**src/rtl/irfi_ram.sv**
```systemverilog
// ----------------------------------------------------------------------------
// Image rotate, flip and invert unit: generic single-port RAM
// One access per cycle, write or read; read data is registered and holds
// until the next read.
// ----------------------------------------------------------------------------
module irfi_ram #(
  parameter int unsigned Width = 8,
  parameter int unsigned Depth = 256
) (
  input  logic                     clk_i,
  input  logic                     we_i,
  input  logic                     re_i,
  input  logic [$clog2(Depth)-1:0] addr_i,
  input  logic [Width-1:0]         wdata_i,
  output logic [Width-1:0]         rdata_o
);

  logic [Width-1:0] mem_q [Depth];
  logic [Width-1:0] rdata_q;

  always_ff @(posedge clk_i) begin
    if (we_i) begin
      mem_q[addr_i] <= wdata_i;
    end
    if (re_i) begin
      rdata_q <= mem_q[addr_i];
    end
  end

  assign rdata_o = rdata_q;

endmodule

```
**config.mk**
```make
export PLATFORM = sky130hd
export DESIGN_NAME = irfi_ram
export DESIGN_NICKNAME = d
export VERILOG_FILES = /design/src/rtl/irfi_ram.sv
export SDC_FILE = /design/constraint.sdc
export NUM_CORES = 2
export LEC_CHECK = 0
export ABC_AREA = 1
export CAP_MARGIN = 10
export CORE_ASPECT_RATIO = 0.5
export CORE_MARGIN = 5
export CORE_UTILIZATION = 40
export CTS_CLUSTER_SIZE = 30
export DETAILED_ROUTE_END_ITERATION = 6
export DONT_BUFFER_PORTS = 1
export GPL_ROUTABILITY_DRIVEN = 0
export GPL_TIMING_DRIVEN = 0
export PLACE_DENSITY = 0.67
export SYNTH_ARGS = -nofsm -noshare
export SYNTH_HDL_FRONTEND = slang
export SYNTH_SLANG_ARGS = --single-unit
```
**constraint.sdc**
```tcl
create_clock -name clk_i -period 1.9 [get_ports clk_i]
set_input_delay 0.19 -clock clk_i [delete_from_list [all_inputs] [get_ports clk_i]]
set_output_delay 0.19 -clock clk_i [all_outputs]
set_load 0.1 [all_outputs]
```
# Yosys cells after proc, flatten, opt, wreduce, memory -nomap -nowiden
# Memory sizes are Yosys's and may differ from the RTL's. A register that Yosys moved wholly into a read port is not among the register bits.
# Cells that the tools add are included.
# totals
register_bits,0
ram_bits,2048
n_memories,1
# memory_table
memory,depth,word_bits,read_ports,rd_clocked_by_memory_dff,wr,line,rtl
mem_q,256,8,1,1,1,18,logic [Width-1:0] mem_q [Depth];
# op_classes
muxes,2
# ops
cell,count
$mux 1,2

# Logic depth before layout (Yosys ltp)
# depth
ltp_word,2
depth_mapped,15
ltp_nobuf,13

# Least setup slack after synthesis
# Ideal clock, no wire load.
# synth_timing
kind,input to register
startpoint,input port addr_i[1]
endpoint,"memory mem_q[234][0], enable pin"
setup_time_ps,370
arrival_ps,1660
t_required_ps,1530
slack_ps,-130
cell_stages,10
n_path_buf,4
path_cell_list,buf_4 inv_4 nor2_8 buf_4 buf_4 inv_2 nor2_1 nand2_1 clkbuf_1 nor2_1
# synth_rtl
element,line,rtl
start: declaration,13,"input logic [$clog2(Depth)-1:0] addr_i,"
end: declaration,18,
# Straight into the memory's write port.

==> run metrics <==
Synth Net Count 8,040; Initial Util 40.3%; number of CTS-inserted buffers 187; Yosys Warn Count 0; WL final between 200,000 and 300,000 um; Post-Synthesis Cells roughly 8,000; Worst EP required 2.57 ns; final hold violations 1,931; Yosys top cell area share 72.7%; vias in the first global route 53,612; Max Fclk around 450 MHz; Post-route DRC 0; violated checks hold timing, setup timing; synth unique cells 17; Area contributors post-synth edfxtp_1 73%, nand2_1 21%, nor2_1 1.6%; fin crit period 2.20 ns; Layout Nets 8,247; pre-CTS WS -2.11 ns; slowest stage delay, CP 0.71 ns; clock buffer depth 3; max_slew headroom under 10%; Syn Area/Cell around 11 um^2; max-slew violation count 0; H-tree depth 4; initial antenna violation count 7; commonest cells after routing, fill and taps aside 4,693 x nand2_1, 2,056 x edfxtp_1, 192 x clkbuf_16; top cell type by total area after synthesis edfxtp_1; sequential area share after synthesis a little over 70%; total gr overflow 0; CP bufs+invs 4; first-pass GRT wire length about 370,000 um; Tcrit/Tclk final 116%; FP Rows around 120; leakage power figure 37.5 nW; die height 336 um; Arrival @ worst endpoint approximately 2.9 ns; most common cell after layout, fill and taps aside nand2_1; overall routing resource usage 22.6%; total power 93.0 mW; RSZ-0062 raised after global routing true; hold_buf cts 4; CTS clk-pin slew, worst paths 0.06 ns; Synth Cell Area 0.0849 mm^2; status finished, violations left; slowest cell on the critical path clkbuf_1; CP Capture Type flop; share of cells above drive strength 1 11.0%; Max Clock Skew slightly below 0.02 ns; hold crit path type in2reg; initial detailed-routing violation count 8,189; Die X-Extent 662 um; Worst Max-Slew Pin Slew between 1 and 1.5 ns; Skew-Pair Late Insertion Delay 0.83 ns; die area 0.222 mm^2; Fin Hold WS -0.527 ns; root buffer cell clkbuf_16; TritonCTS clock tree done; Avg WL per Cell 22.9 um; max_cap viols 0; DRT Pass-1 Iters 6; Clock Sinks about 2,100; largest net degree at the start of global routing 257; DRT antenna net count 0; hpwl dp 165,000 um; VDD IR-drop max 1040 uV; Worst Path Max Fanout 10; Core Region 0.211 mm^2; setup violators final 949; Critical Path, Cell by Cell inv_1 -> nand2_1 -> inv_1 -> buf_2 -> clkbuf_1 -> o21ai_1 -> nand2_1 -> o21ai_2 -> nand2_1 -> nor2_1 -> nor2_1 -> nor2_1 -> nand2_2; synth-to-layout area growth 14.3%; Ports 27; family with the most delay on the worst path buffers and inverters; number of synthesized register bits 2,056; DR vias 58,436; TNS Setup -51.82 ns; post-route setup slack -0.299 ns; pwr dens 958 mW/mm^2; Setup CP Type in2reg; post-DR vias/cell 5.20; CP Launch Type primary input; I/O Buffers 0
==> synthesized netlist by cell type (all sizes together) <==
cell	n
inv	35
nor2	362
nand3	188
a21oi	32
nand2	4771
o21ai	160
buf	247
clkbuf	170
edfxtp	2056
==> report_power, final <==
part           switching (mW)  internal, mW  total [mW]  leakage [nW]
registers               0.163          50.0        50.2          18.5
logic                    4.19          1.27        5.46          16.1
clock network            16.7          20.7        37.3          2.88
==> through the flow <==
stage	utilization (%)	cell area (um^2)	std cells	hold WS [ns]
finish	46.0	97100	11232	-0.527
global route	46.0	97100	11226	-0.562
CTS	45.5	95800	11221	-0.583
detailed placement	42.1	88700	10868	0.303
global placement	42.0	88600	10864	0.304
floorplan	-	85100	8021	0.289
==> layer usage <==
layer | track usage (%) | vias up | wire (um)
li1 | - | 26799 | -
met1 | 31.3 | 27748 | 102000
met2 | 33.7 | 3346 | 111000
met3 | 5.82 | 543 | 31500
met4 | 10.2 | 0 | 12000
met5 | 0 | - | 0
==> kinds of logic (layout without fill, tap and decap cells) <==
kind of cell	count (synthesis)	after routing	synth area share, %
other	0	7	0
AOI/OAI and AO/OA	192	192	1.13
DFF	2056	2056	72.7
buffers and inverters	452	813	2.36
and+or+nand+nor	5321	5321	23.8
==> registers in the layout, summed over array words and instances (netlist names) <==
register / cells
mem_q: 2048
rdata_o: 8
==> repair_timing <==
item                                     CTS  global route
endpoints found under the setup margin  1854          1757
pin swaps                                  8            46
hold endpoints to repair                2069          2048
gates resized for setup                  338           389
buffers inserted                           6             4
==> layout make-up <==
type / instances / area [um^2]
fillers: 18769 / 114000
flip-flops and latches: 2056 / 61700
multi-input cells: 5513 / 23300
clock buffers: 245 / 4980
well taps: 2843 / 3560
plain buffers: 417 / 2130
clock inverters: 98 / 955
repair buffers: 18 / 298
inverters: 35 / 139
diodes: 7 / 17.5
==> path summary, 6_finish.rpt <==
check	start	endpoint	slack (ns)	depth (start not counted)
min	wdata_i[2]	mem_q[126][2]	-0.53	0
min reg2reg	mem_q[219][6]	rdata_o[6]	1.15	10
max	addr_i[2]	rdata_o[3]	-0.30	13
max reg2reg	mem_q[0][1]	rdata_o[1]	-0.26	12
Power figures use the tool's default switching activity.
