File: src/rtl/irfi_pkg.sv
// ----------------------------------------------------------------------------
// Image rotate, flip and invert unit: shared package
// Constants, register indexes, state encoding and the structs shared by the
// frame store controller and its coordinate mapper.
// ----------------------------------------------------------------------------
package irfi_pkg;

  localparam int unsigned MaxDim            = 256;
  localparam int unsigned BytesPerPixelMax  = 3;
  localparam int unsigned DimW              = 9;
  localparam int unsigned CoordW            = 8;
  localparam int unsigned ChanW             = 2;
  localparam int unsigned ByteW             = 8;
  localparam int unsigned TurnW             = 2;
  localparam int unsigned StoreDepth        = MaxDim * MaxDim * BytesPerPixelMax;
  localparam int unsigned StoreAddrW        = $clog2(StoreDepth);
  localparam int unsigned CfgIndexW         = 3;
  localparam int unsigned CfgDataW          = 9;

  typedef enum logic {
    KIND_WRITE = 1'b0,
    KIND_READ  = 1'b1
  } item_kind_e;

  typedef enum logic [CfgIndexW-1:0] {
    CFG_IMAGE_WIDTH       = 3'd0,
    CFG_IMAGE_HEIGHT      = 3'd1,
    CFG_COLOR_MODE        = 3'd2,
    CFG_MAX_LEVEL         = 3'd3,
    CFG_QUARTER_TURNS     = 3'd4,
    CFG_MIRROR_HORIZONTAL = 3'd5,
    CFG_MIRROR_VERTICAL   = 3'd6,
    CFG_INVERT_ENABLE     = 3'd7
  } cfg_reg_e;

  typedef enum logic [1:0] {
    ST_IDLE   = 2'd0,
    ST_MAP    = 2'd1,
    ST_ACCESS = 2'd2,
    ST_DATA   = 2'd3
  } state_e;

  typedef struct packed {
    logic [DimW-1:0]  image_width;
    logic [DimW-1:0]  image_height;
    logic             color_mode;
    logic [ByteW-1:0] max_level;
    logic [TurnW-1:0] quarter_turns;
    logic             mirror_horizontal;
    logic             mirror_vertical;
    logic             invert_enable;
  } cfg_t;

  typedef struct packed {
    item_kind_e        kind;
    logic [CoordW-1:0] row;
    logic [CoordW-1:0] column;
    logic [ChanW-1:0]  channel;
    logic [ByteW-1:0]  pixel_byte;
  } item_t;

  typedef struct packed {
    logic [StoreAddrW-1:0] addr;
    logic                  src_oor;
    logic                  dst_oor;
  } map_t;

  function automatic logic [DimW-1:0] clamp_dim(input logic [DimW-1:0] v);
    logic [DimW-1:0] r;
    r = v;
    if (v == '0) begin
      r = DimW'(1);
    end else if (v > DimW'(MaxDim)) begin
      r = DimW'(MaxDim);
    end
    return r;
  endfunction

endpackage

File: src/rtl/irfi_map.sv
// ----------------------------------------------------------------------------
// Image rotate, flip and invert unit: coordinate mapper
// Checks an item against the source or output frame, undoes the mirrors and
// the quarter turns of a read, and forms the frame store address.
// ----------------------------------------------------------------------------
module irfi_map (
  input  irfi_pkg::item_t item_i,
  input  irfi_pkg::cfg_t  cfg_i,
  output irfi_pkg::map_t  map_o
);

  logic [irfi_pkg::DimW-1:0]       w, h, ow, oh;
  logic [irfi_pkg::DimW-1:0]       row_x, col_x;
  logic [irfi_pkg::DimW-1:0]       r1, c1;
  logic [irfi_pkg::DimW-1:0]       sr, sc;
  logic [irfi_pkg::CoordW-1:0]     src_row, src_col;
  logic                            ch_ok;
  logic [irfi_pkg::StoreAddrW-1:0] pix;

  always_comb begin
    w     = irfi_pkg::clamp_dim(cfg_i.image_width);
    h     = irfi_pkg::clamp_dim(cfg_i.image_height);
    ow    = cfg_i.quarter_turns[0] ? h : w;
    oh    = cfg_i.quarter_turns[0] ? w : h;
    row_x = {1'b0, item_i.row};
    col_x = {1'b0, item_i.column};
    ch_ok = cfg_i.color_mode ? (item_i.channel < irfi_pkg::ChanW'(irfi_pkg::BytesPerPixelMax))
                             : (item_i.channel == '0);

    map_o.src_oor = (row_x >= h) || (col_x >= w) || !ch_ok;
    map_o.dst_oor = (row_x >= oh) || (col_x >= ow) || !ch_ok;

    r1 = cfg_i.mirror_vertical   ? (oh - irfi_pkg::DimW'(1) - row_x) : row_x;
    c1 = cfg_i.mirror_horizontal ? (ow - irfi_pkg::DimW'(1) - col_x) : col_x;

    case (cfg_i.quarter_turns)
      2'd1: begin
        sr = h - irfi_pkg::DimW'(1) - c1;
        sc = r1;
      end
      2'd2: begin
        sr = h - irfi_pkg::DimW'(1) - r1;
        sc = w - irfi_pkg::DimW'(1) - c1;
      end
      2'd3: begin
        sr = c1;
        sc = w - irfi_pkg::DimW'(1) - r1;
      end
      default: begin
        sr = r1;
        sc = c1;
      end
    endcase

    if (item_i.kind == irfi_pkg::KIND_WRITE) begin
      src_row = item_i.row;
      src_col = item_i.column;
    end else begin
      src_row = sr[irfi_pkg::CoordW-1:0];
      src_col = sc[irfi_pkg::CoordW-1:0];
    end

    pix = irfi_pkg::StoreAddrW'(src_row) * irfi_pkg::StoreAddrW'(irfi_pkg::MaxDim)
        + irfi_pkg::StoreAddrW'(src_col);
    map_o.addr = pix * irfi_pkg::StoreAddrW'(irfi_pkg::BytesPerPixelMax)
               + irfi_pkg::StoreAddrW'(item_i.channel);
  end

endmodule

File: config.mk
export PLATFORM = sky130hd
export DESIGN_NAME = irfi_map
export DESIGN_NICKNAME = d
export VERILOG_FILES = /design/src/rtl/irfi_pkg.sv /design/src/rtl/irfi_map.sv
export SDC_FILE = /design/constraint.sdc
export NUM_CORES = 1
export LEC_CHECK = 0
export BUFFER_PORTS_ARGS = -buffer_cell sky130_fd_sc_hd__buf_4
export CAP_MARGIN = 20
export CORE_MARGIN = 4
export CORE_UTILIZATION = 55
export DETAILED_ROUTE_END_ITERATION = 8
export PLACE_DENSITY = 0.79
export SLEW_MARGIN = 30
export SYNTH_ARGS = -nofsm -noshare
export SYNTH_HDL_FRONTEND = slang
export SYNTH_SLANG_ARGS = --single-unit
File: constraint.sdc
create_clock -name vclk -period 7.7
set_input_delay 0.385 -clock vclk [all_inputs]
set_output_delay 0.385 -clock vclk [all_outputs]
set_load 0.02 [all_outputs]
* Yosys cells after proc, flatten, opt, wreduce, memory -nomap -nowiden *
Cells that the tools add are included.

storage, ports and cells
  logic and storage cells = 44
  bits of input ports = 59
  output and inout bits = 20
  bits in registers = 0

cells by class
  $mul = 1
  reduce and logical (&&, ||, !) cells = 8
  multiplexer cells = 13
  $lt $le $gt $ge = 7
  equality and inequality tests = 3
  add/sub/neg operators = 12

operator list
  kind                     count
  $mux W9                  6
  $pmux W8 S3              2
  $sub A8 B8 Y8            6
  $ge A8 B9 Y1             4
  $mux W8                  4
  $sub A8 B1 Y8 const B    4
  $add A18 B2 Y18          1
  $gt A9 B9 Y1 const B     2
  $logic_not A9 Y1         2
  $mul A17 B2 Y18 const B  1
  $add A16 B8 Y17          1
  $eq A2 B2 Y1 const B     2
  $logic_or A1 B1 Y1       4
  $eq A2 B1 Y1 const B     1
  $logic_not A2 Y1         1
  $lt A2 B2 Y1 const B     1
  $logic_not A1 Y1         1
  $mux W1                  1

* Depth between registers and ports, before layout *
Gate-level depths: netlist (run 1).

  word-level depth = 13
  depth in mapped cells = 32
  depth with buffers taken out = 32

* Least setup slack after synthesis (run 1) *
OpenSTA, ideal clock, no wires.

  path kind = input to output
  start point = input cfg_i[16] in the netlist's numbering
  end point = output map_o[17] in the netlist's numbering
  slack = 1.088 ns
  stages = 29
  buffers on the path = 0
  arrival = 6.227 ns
  required time = 7.315 ns
  cell sequence = or4_4 > nor4_1 > nor2_1 > nor2_1 > inv_1 > o21ai_0 > ha_1 > fa_1 > a21o_1 > a21oi_1 > o21bai_1 > a21oi_1 > xnor2_1 > and2_1 > o22ai_1 > ha_1 > or4_1 > o21ai_0 > a21oi_1 > xor2_2 > xor2_1 > a221oi_2 > a211oi_2 > ha_1 > ha_1 > or4_1 > a211oi_1 > a21oi_1 > xor2_1

RTL lines
  what         line           source
  from (decl)  irfi_map.sv:8  input irfi_pkg::cfg_t cfg_i,
  to (decl)    irfi_map.sv:9  output irfi_pkg::map_t map_o

==> results of run 1 <==
==> layout make-up <==
class,count,area (um2)
multi-input combinational,522,4010
fill,738,2760
timing repair buffer,76,571
inverter,57,214
tap,102,128
==> repair_timing <==
action	4_1_cts	5_1_grt
resized for setup	0	8
hold buffers	0	0
buffers inserted	0	3
setup endpoints to repair	0	6
hold endpoints to repair	0	0
==> worst paths after layout <==
| kind | end | cells after the start |
|---|---|---|
| max | map_o[19] | 28 |
| min | map_o[2] | 3 |
==> layer usage <==
| layer | vias up | part of all wire [%] |
|---|---|---|
| li1 | 2283 | - |
| met5 | - | 0 |
| met4 | 0 | 2.5 |
| met2 | 174 | 48 |
| met3 | 28 | 6.6 |
| met1 | 2160 | 42 |
==> synth_stat cells, drive strengths merged, types with 3 or more instances <==
cell type | count | area (um2)
a211o | 3 | 27.5
a211oi | 7 | 57.6
a21o | 22 | 165
a21oi | 53 | 280
a221oi | 7 | 67.6
a311oi | 3 | 43.8
a31oi | 4 | 25.0
buf | 3 | 16.3
clkbuf | 16 | 90.1
clkinv | 3 | 11.3
fa | 6 | 120
ha | 95 | 1190
inv | 54 | 203
mux2 | 4 | 45.0
mux2i | 12 | 120
nand2 | 42 | 158
nand2b | 9 | 56.3
nand3 | 10 | 50.1
nor2 | 44 | 165
nor2b | 16 | 100
nor3 | 12 | 60.1
o211ai | 10 | 75.1
o21a | 8 | 60.1
o21ai | 52 | 260
o21bai | 11 | 82.6
o221ai | 3 | 26.3
o22ai | 8 | 50.1
or2 | 3 | 18.8
or4 | 6 | 56.3
xnor2 | 34 | 298
xor2 | 10 | 103
==> kinds of logic after synthesis <==
logic type / share of synthesized area (%)
AOI/OAI and AO/OA: 31.5
and+or+nand+nor: 17.5
adders and majority gates: 30.4
buffers and inverters: 7.43
xor gates and xnor gates: 9.29
muxes: 3.83
==> metrics by stage <==
stage               hold slack (ns)  worst slack, ns  instances  cell area, um2  utilization, %
floorplan                     0.980             1.09        598            4310               -
global placement               1.10            0.455        754            4880            63.5
detailed placement             1.11            0.269        754            4880            63.5
CTS                            1.11            0.257        754            4880            63.5
global route                   1.13           0.0537        757            4930            64.1
finish                         1.11            0.417        757            4930            64.1
==> power by group <==
group          internal (mW)  switching [mW]
clock                      0               0
sequential                 0               0
combinational          0.368           0.464
==> critical path, delay by kind of cell <==
kind / cells / cell delay [ns]
xor+xnor: 2 / 0.38
simple gates: 4 / 1.34
compound gates: 13 / 2.65
fa+ha+maj: 4 / 1.18
mux: 1 / 0.24
buf+inv: 4 / 0.69
==> metrics.txt, run 1 <==
DIE AREA=9320 um2; worst hold-check path type=in -> out; Syn-to-layout area delta=14.3%; slowest cell on the critical path=sky130_fd_sc_hd__or4_1; num ports=79; grt ovf=0; highest net fanout along the worst path=9; pin count of the biggest net entering global routing=35; wire length per cell after detailed routing=17.2 um; endpoint type of the worst setup path=output pin; Largest stage delay, worst path=0.51 ns; number of instances in the synthesized netlist=598; Pleak=2.34 nW; Fin Setup TNS=0 ns; Post-Syn Nets=758; relative slew slack=49.0%; proportion of layout cells with a drive suffix above 1=15.6%; number of iterations in the first detailed-routing pass=5; upper clock frequency limit=137 MHz; average via count per standard cell=6.14; Final period util=94.6%; cell seen most often among critical-path stages=sky130_fd_sc_hd__ha_1; global-route track usage on met1=35.3%; hold violation count in the final report=0; Max Transition Viols Final=0; count of different cell masters after synthesis=64; final layout net count=817; Post-DRT Antenna Nets=0; kind of start point of the critical path=input port; Initial Utilization=56.1%; synthesis warning total=0; GRT Util Overall=27.7%; First DRT Iteration DRCs=262; met2 layer usage reported by global route=49.4%; total inserted antenna cells=0; global routing's busiest layer=met2; maximum VDD drop=0.0000815 V; DIE WIDTH=96.5 um; max-capacitance violation count=0; wirelength, routed=13.0 mm; CP Data Required Time=7.32 ns; number of clock buffers in the layout=0; number of rows created at floorplan=32; area taken by flip-flops and latches=0 um2; Core ar.=7690 um2; FF+latch count=0; routability-driven placement congestion ratio=0.982; number of antenna violations at the first check in global routing=0; result of the run=finished clean; vias in the first global route=4415; DIE HEIGHT=96.5 um; cell area after synthesis=4310 um2; Synth Area per Inst=7.21 um2; most common library cell in the layout ignoring fill and taps=sky130_fd_sc_hd__ha_1; HP Start=item_i[8]; M3 GR Usage=3.02%; Cell Pwr Density=169 nW/um2; signal arrival time at the worst endpoint=6.90 ns; number of setup violations in the final report=0; shortest clock period the worst path allows after layout=7.28 ns; commonest non-fill, non-tap cells in the layout=93 x sky130_fd_sc_hd__ha_1, 76 x sky130_fd_sc_hd__buf_4, 54 x sky130_fd_sc_hd__inv_1; overall via count from detail_route=4645; unrepaired setup endpoints after global routing=false; start-to-end type of the worst setup path=in -> out; input/output buffers=62; overall power=0.832 mW; wire length of the first global-routing pass=20.8 mm; DRC viols=0; measured slew at the worst slew-check pin=0.757 ns; source of the critical timing path=cfg_i[22]; sequential area share after synthesis=0%; Final HPWL DP=11.0 mm
Power figures use the tool's default switching activity.
==> run 2, diff against run 1 <==
- BUFFER_PORTS_ARGS: -buffer_cell sky130_fd_sc_hd__buf_4 -> -buffer_cell sky130_fd_sc_hd__buf_2
- PLACE_DENSITY: 0.79 -> default
- PLACE_DENSITY_LB_ADDON: default -> 0.05
==> run 2 against run 1 <==
Against the previous run:
- die area did not move
- largest power group unchanged
- combinational power decreased by 4.3%
- worst hold slack improved by 0.021 ns
- via count is 0.22% higher
- worst setup slack worse by 0.048 ns
==> metrics.txt, run 2 (same netlist as run 1, synthesis figures left out) <==
net switching power figure=0.456 mW; shortest clock period the worst path allows after layout=7.33 ns; fraction of power spent switching nets=57.3%; num ports=79; GRT Util Overall=27.8%; Cell Pwr Density=164 nW/um2; upper clock frequency limit=136 MHz; Final period util=95.2%; pin count of the biggest net entering global routing=28; input/output buffers=62; fraction of power consumed by the clock network=0%; worst hold-check path type=in -> out; total placed cells including tap cells=765; DRC viols=0; crit path buf inv count=5; result of the run=finished clean; start-to-end type of the worst setup path=in -> out; cell seen most often among critical-path stages=sky130_fd_sc_hd__a21oi_1; Syn-to-layout area delta=12.4%; Largest stage delay, worst path=0.64 ns; vias in the first global route=4203; most common library cell in the layout ignoring fill and taps=sky130_fd_sc_hd__ha_1; fraction of power consumed by sequential logic=0%; routability-driven placement congestion ratio=1.03; area taken by flip-flops and latches=0 um2; number of clock buffers in the layout=0; proportion of layout cells with a drive suffix above 1=16.7%; number of rows created at floorplan=32; share of total power in combinational logic=100.0%; FF+latch count=0; wire length of the first global-routing pass=20.5 mm; number of antenna violations at the first check in global routing=0; kind of start point of the critical path=input port; final layout net count=827; Internal=0.340 mW; First DRT Iteration DRCs=222; average via count per standard cell=6.07; highest net fanout along the worst path=9; CP Data Required Time=7.32 ns; DIE WIDTH=96.5 um; signal arrival time at the worst endpoint=6.95 ns; hold violation count in the final report=0; relative slew slack=41.3%; Final HPWL DP=10.9 mm; max-capacitance violation count=0; endpoint type of the worst setup path=output pin; DIE HEIGHT=96.5 um; number of cells in the finished layout apart from fillers=767; Post-DRT Antenna Nets=0; maximum VDD drop=0.000107 V; overall power=0.796 mW; number of buffers added to fix hold violations after cts=0; wire length per cell after detailed routing=16.8 um; Fin Setup TNS=0 ns; Pleak=2.34 nW; overall via count from detail_route=4655; grt ovf=0; commonest non-fill, non-tap cells in the layout=93 x sky130_fd_sc_hd__ha_1, 62 x sky130_fd_sc_hd__buf_2, 54 x sky130_fd_sc_hd__inv_1; DIE AREA=9320 um2; dominant delay contributor by cell family on the critical path=compound AO/OA/AOI/OAI gates; number of iterations in the first detailed-routing pass=5; Max Transition Viols Final=0; number of setup violations in the final report=0; slowest cell on the critical path=sky130_fd_sc_hd__o21ai_0; total inserted antenna cells=0; wirelength, routed=12.9 mm; measured slew at the worst slew-check pin=0.881 ns; Core ar.=7690 um2; Initial Utilization=56.1%
-- run 2: area by class of cell --
type,count,area [um2]
multi-input combinational,522,4010
fill,736,2840
timing repair buffer,86,490
inverter,57,218
tap,102,128
-- run 2: final timing paths --
kind              startpoint        end  slack (ns)  cells past startpoint
setup / recovery   cfg_i[22]  map_o[18]        0.37                     31
hold / removal     item_i[8]   map_o[2]        1.13                      3
-- run 2: metrics by stage --
step	area (um2)	util (%)	worst slack, ns	hold slack (ns)
final	4840	63.0	0.369	1.13
after global routing	4840	63.0	-0.0318	1.16
after CTS	4810	62.5	0.468	1.13
after detailed placement	4810	62.5	0.497	1.13
after global placement	4810	62.5	0.512	1.13
after floorplan	4310	-	1.09	0.980
-- run 2: what timing repair did --
item,in CTS,in global routing
gates resized for setup,0,7
buffers inserted,0,2
setup endpoints to repair,0,4
-- run 2: worst min-delay path, cell delays in order --
cell                    delay, ns
sky130_fd_sc_hd__buf_2       0.09
sky130_fd_sc_hd__ha_1        0.12
sky130_fd_sc_hd__buf_2       0.15
-- run 2: routing by layer --
metal | track usage [%] | vias up | part of all wire (%)
met2 | 46.1 | 168 | 44
met3 | 1.78 | 34 | 5.8
met4 | 8.64 | 0 | 3.7
met5 | 0 | - | 0
met1 | 38.4 | 2136 | 46
li1 | - | 2317 | -
-- run 2: power by group through the flow --
stage	clock, mW	combinational [mW]	sequential, mW
finish	0	0.796	0
global route	0	0.886	0
CTS	0	0.791	0
detailed placement	0	0.787	0
global placement	0	0.771	0
floorplan	0	0.572	0
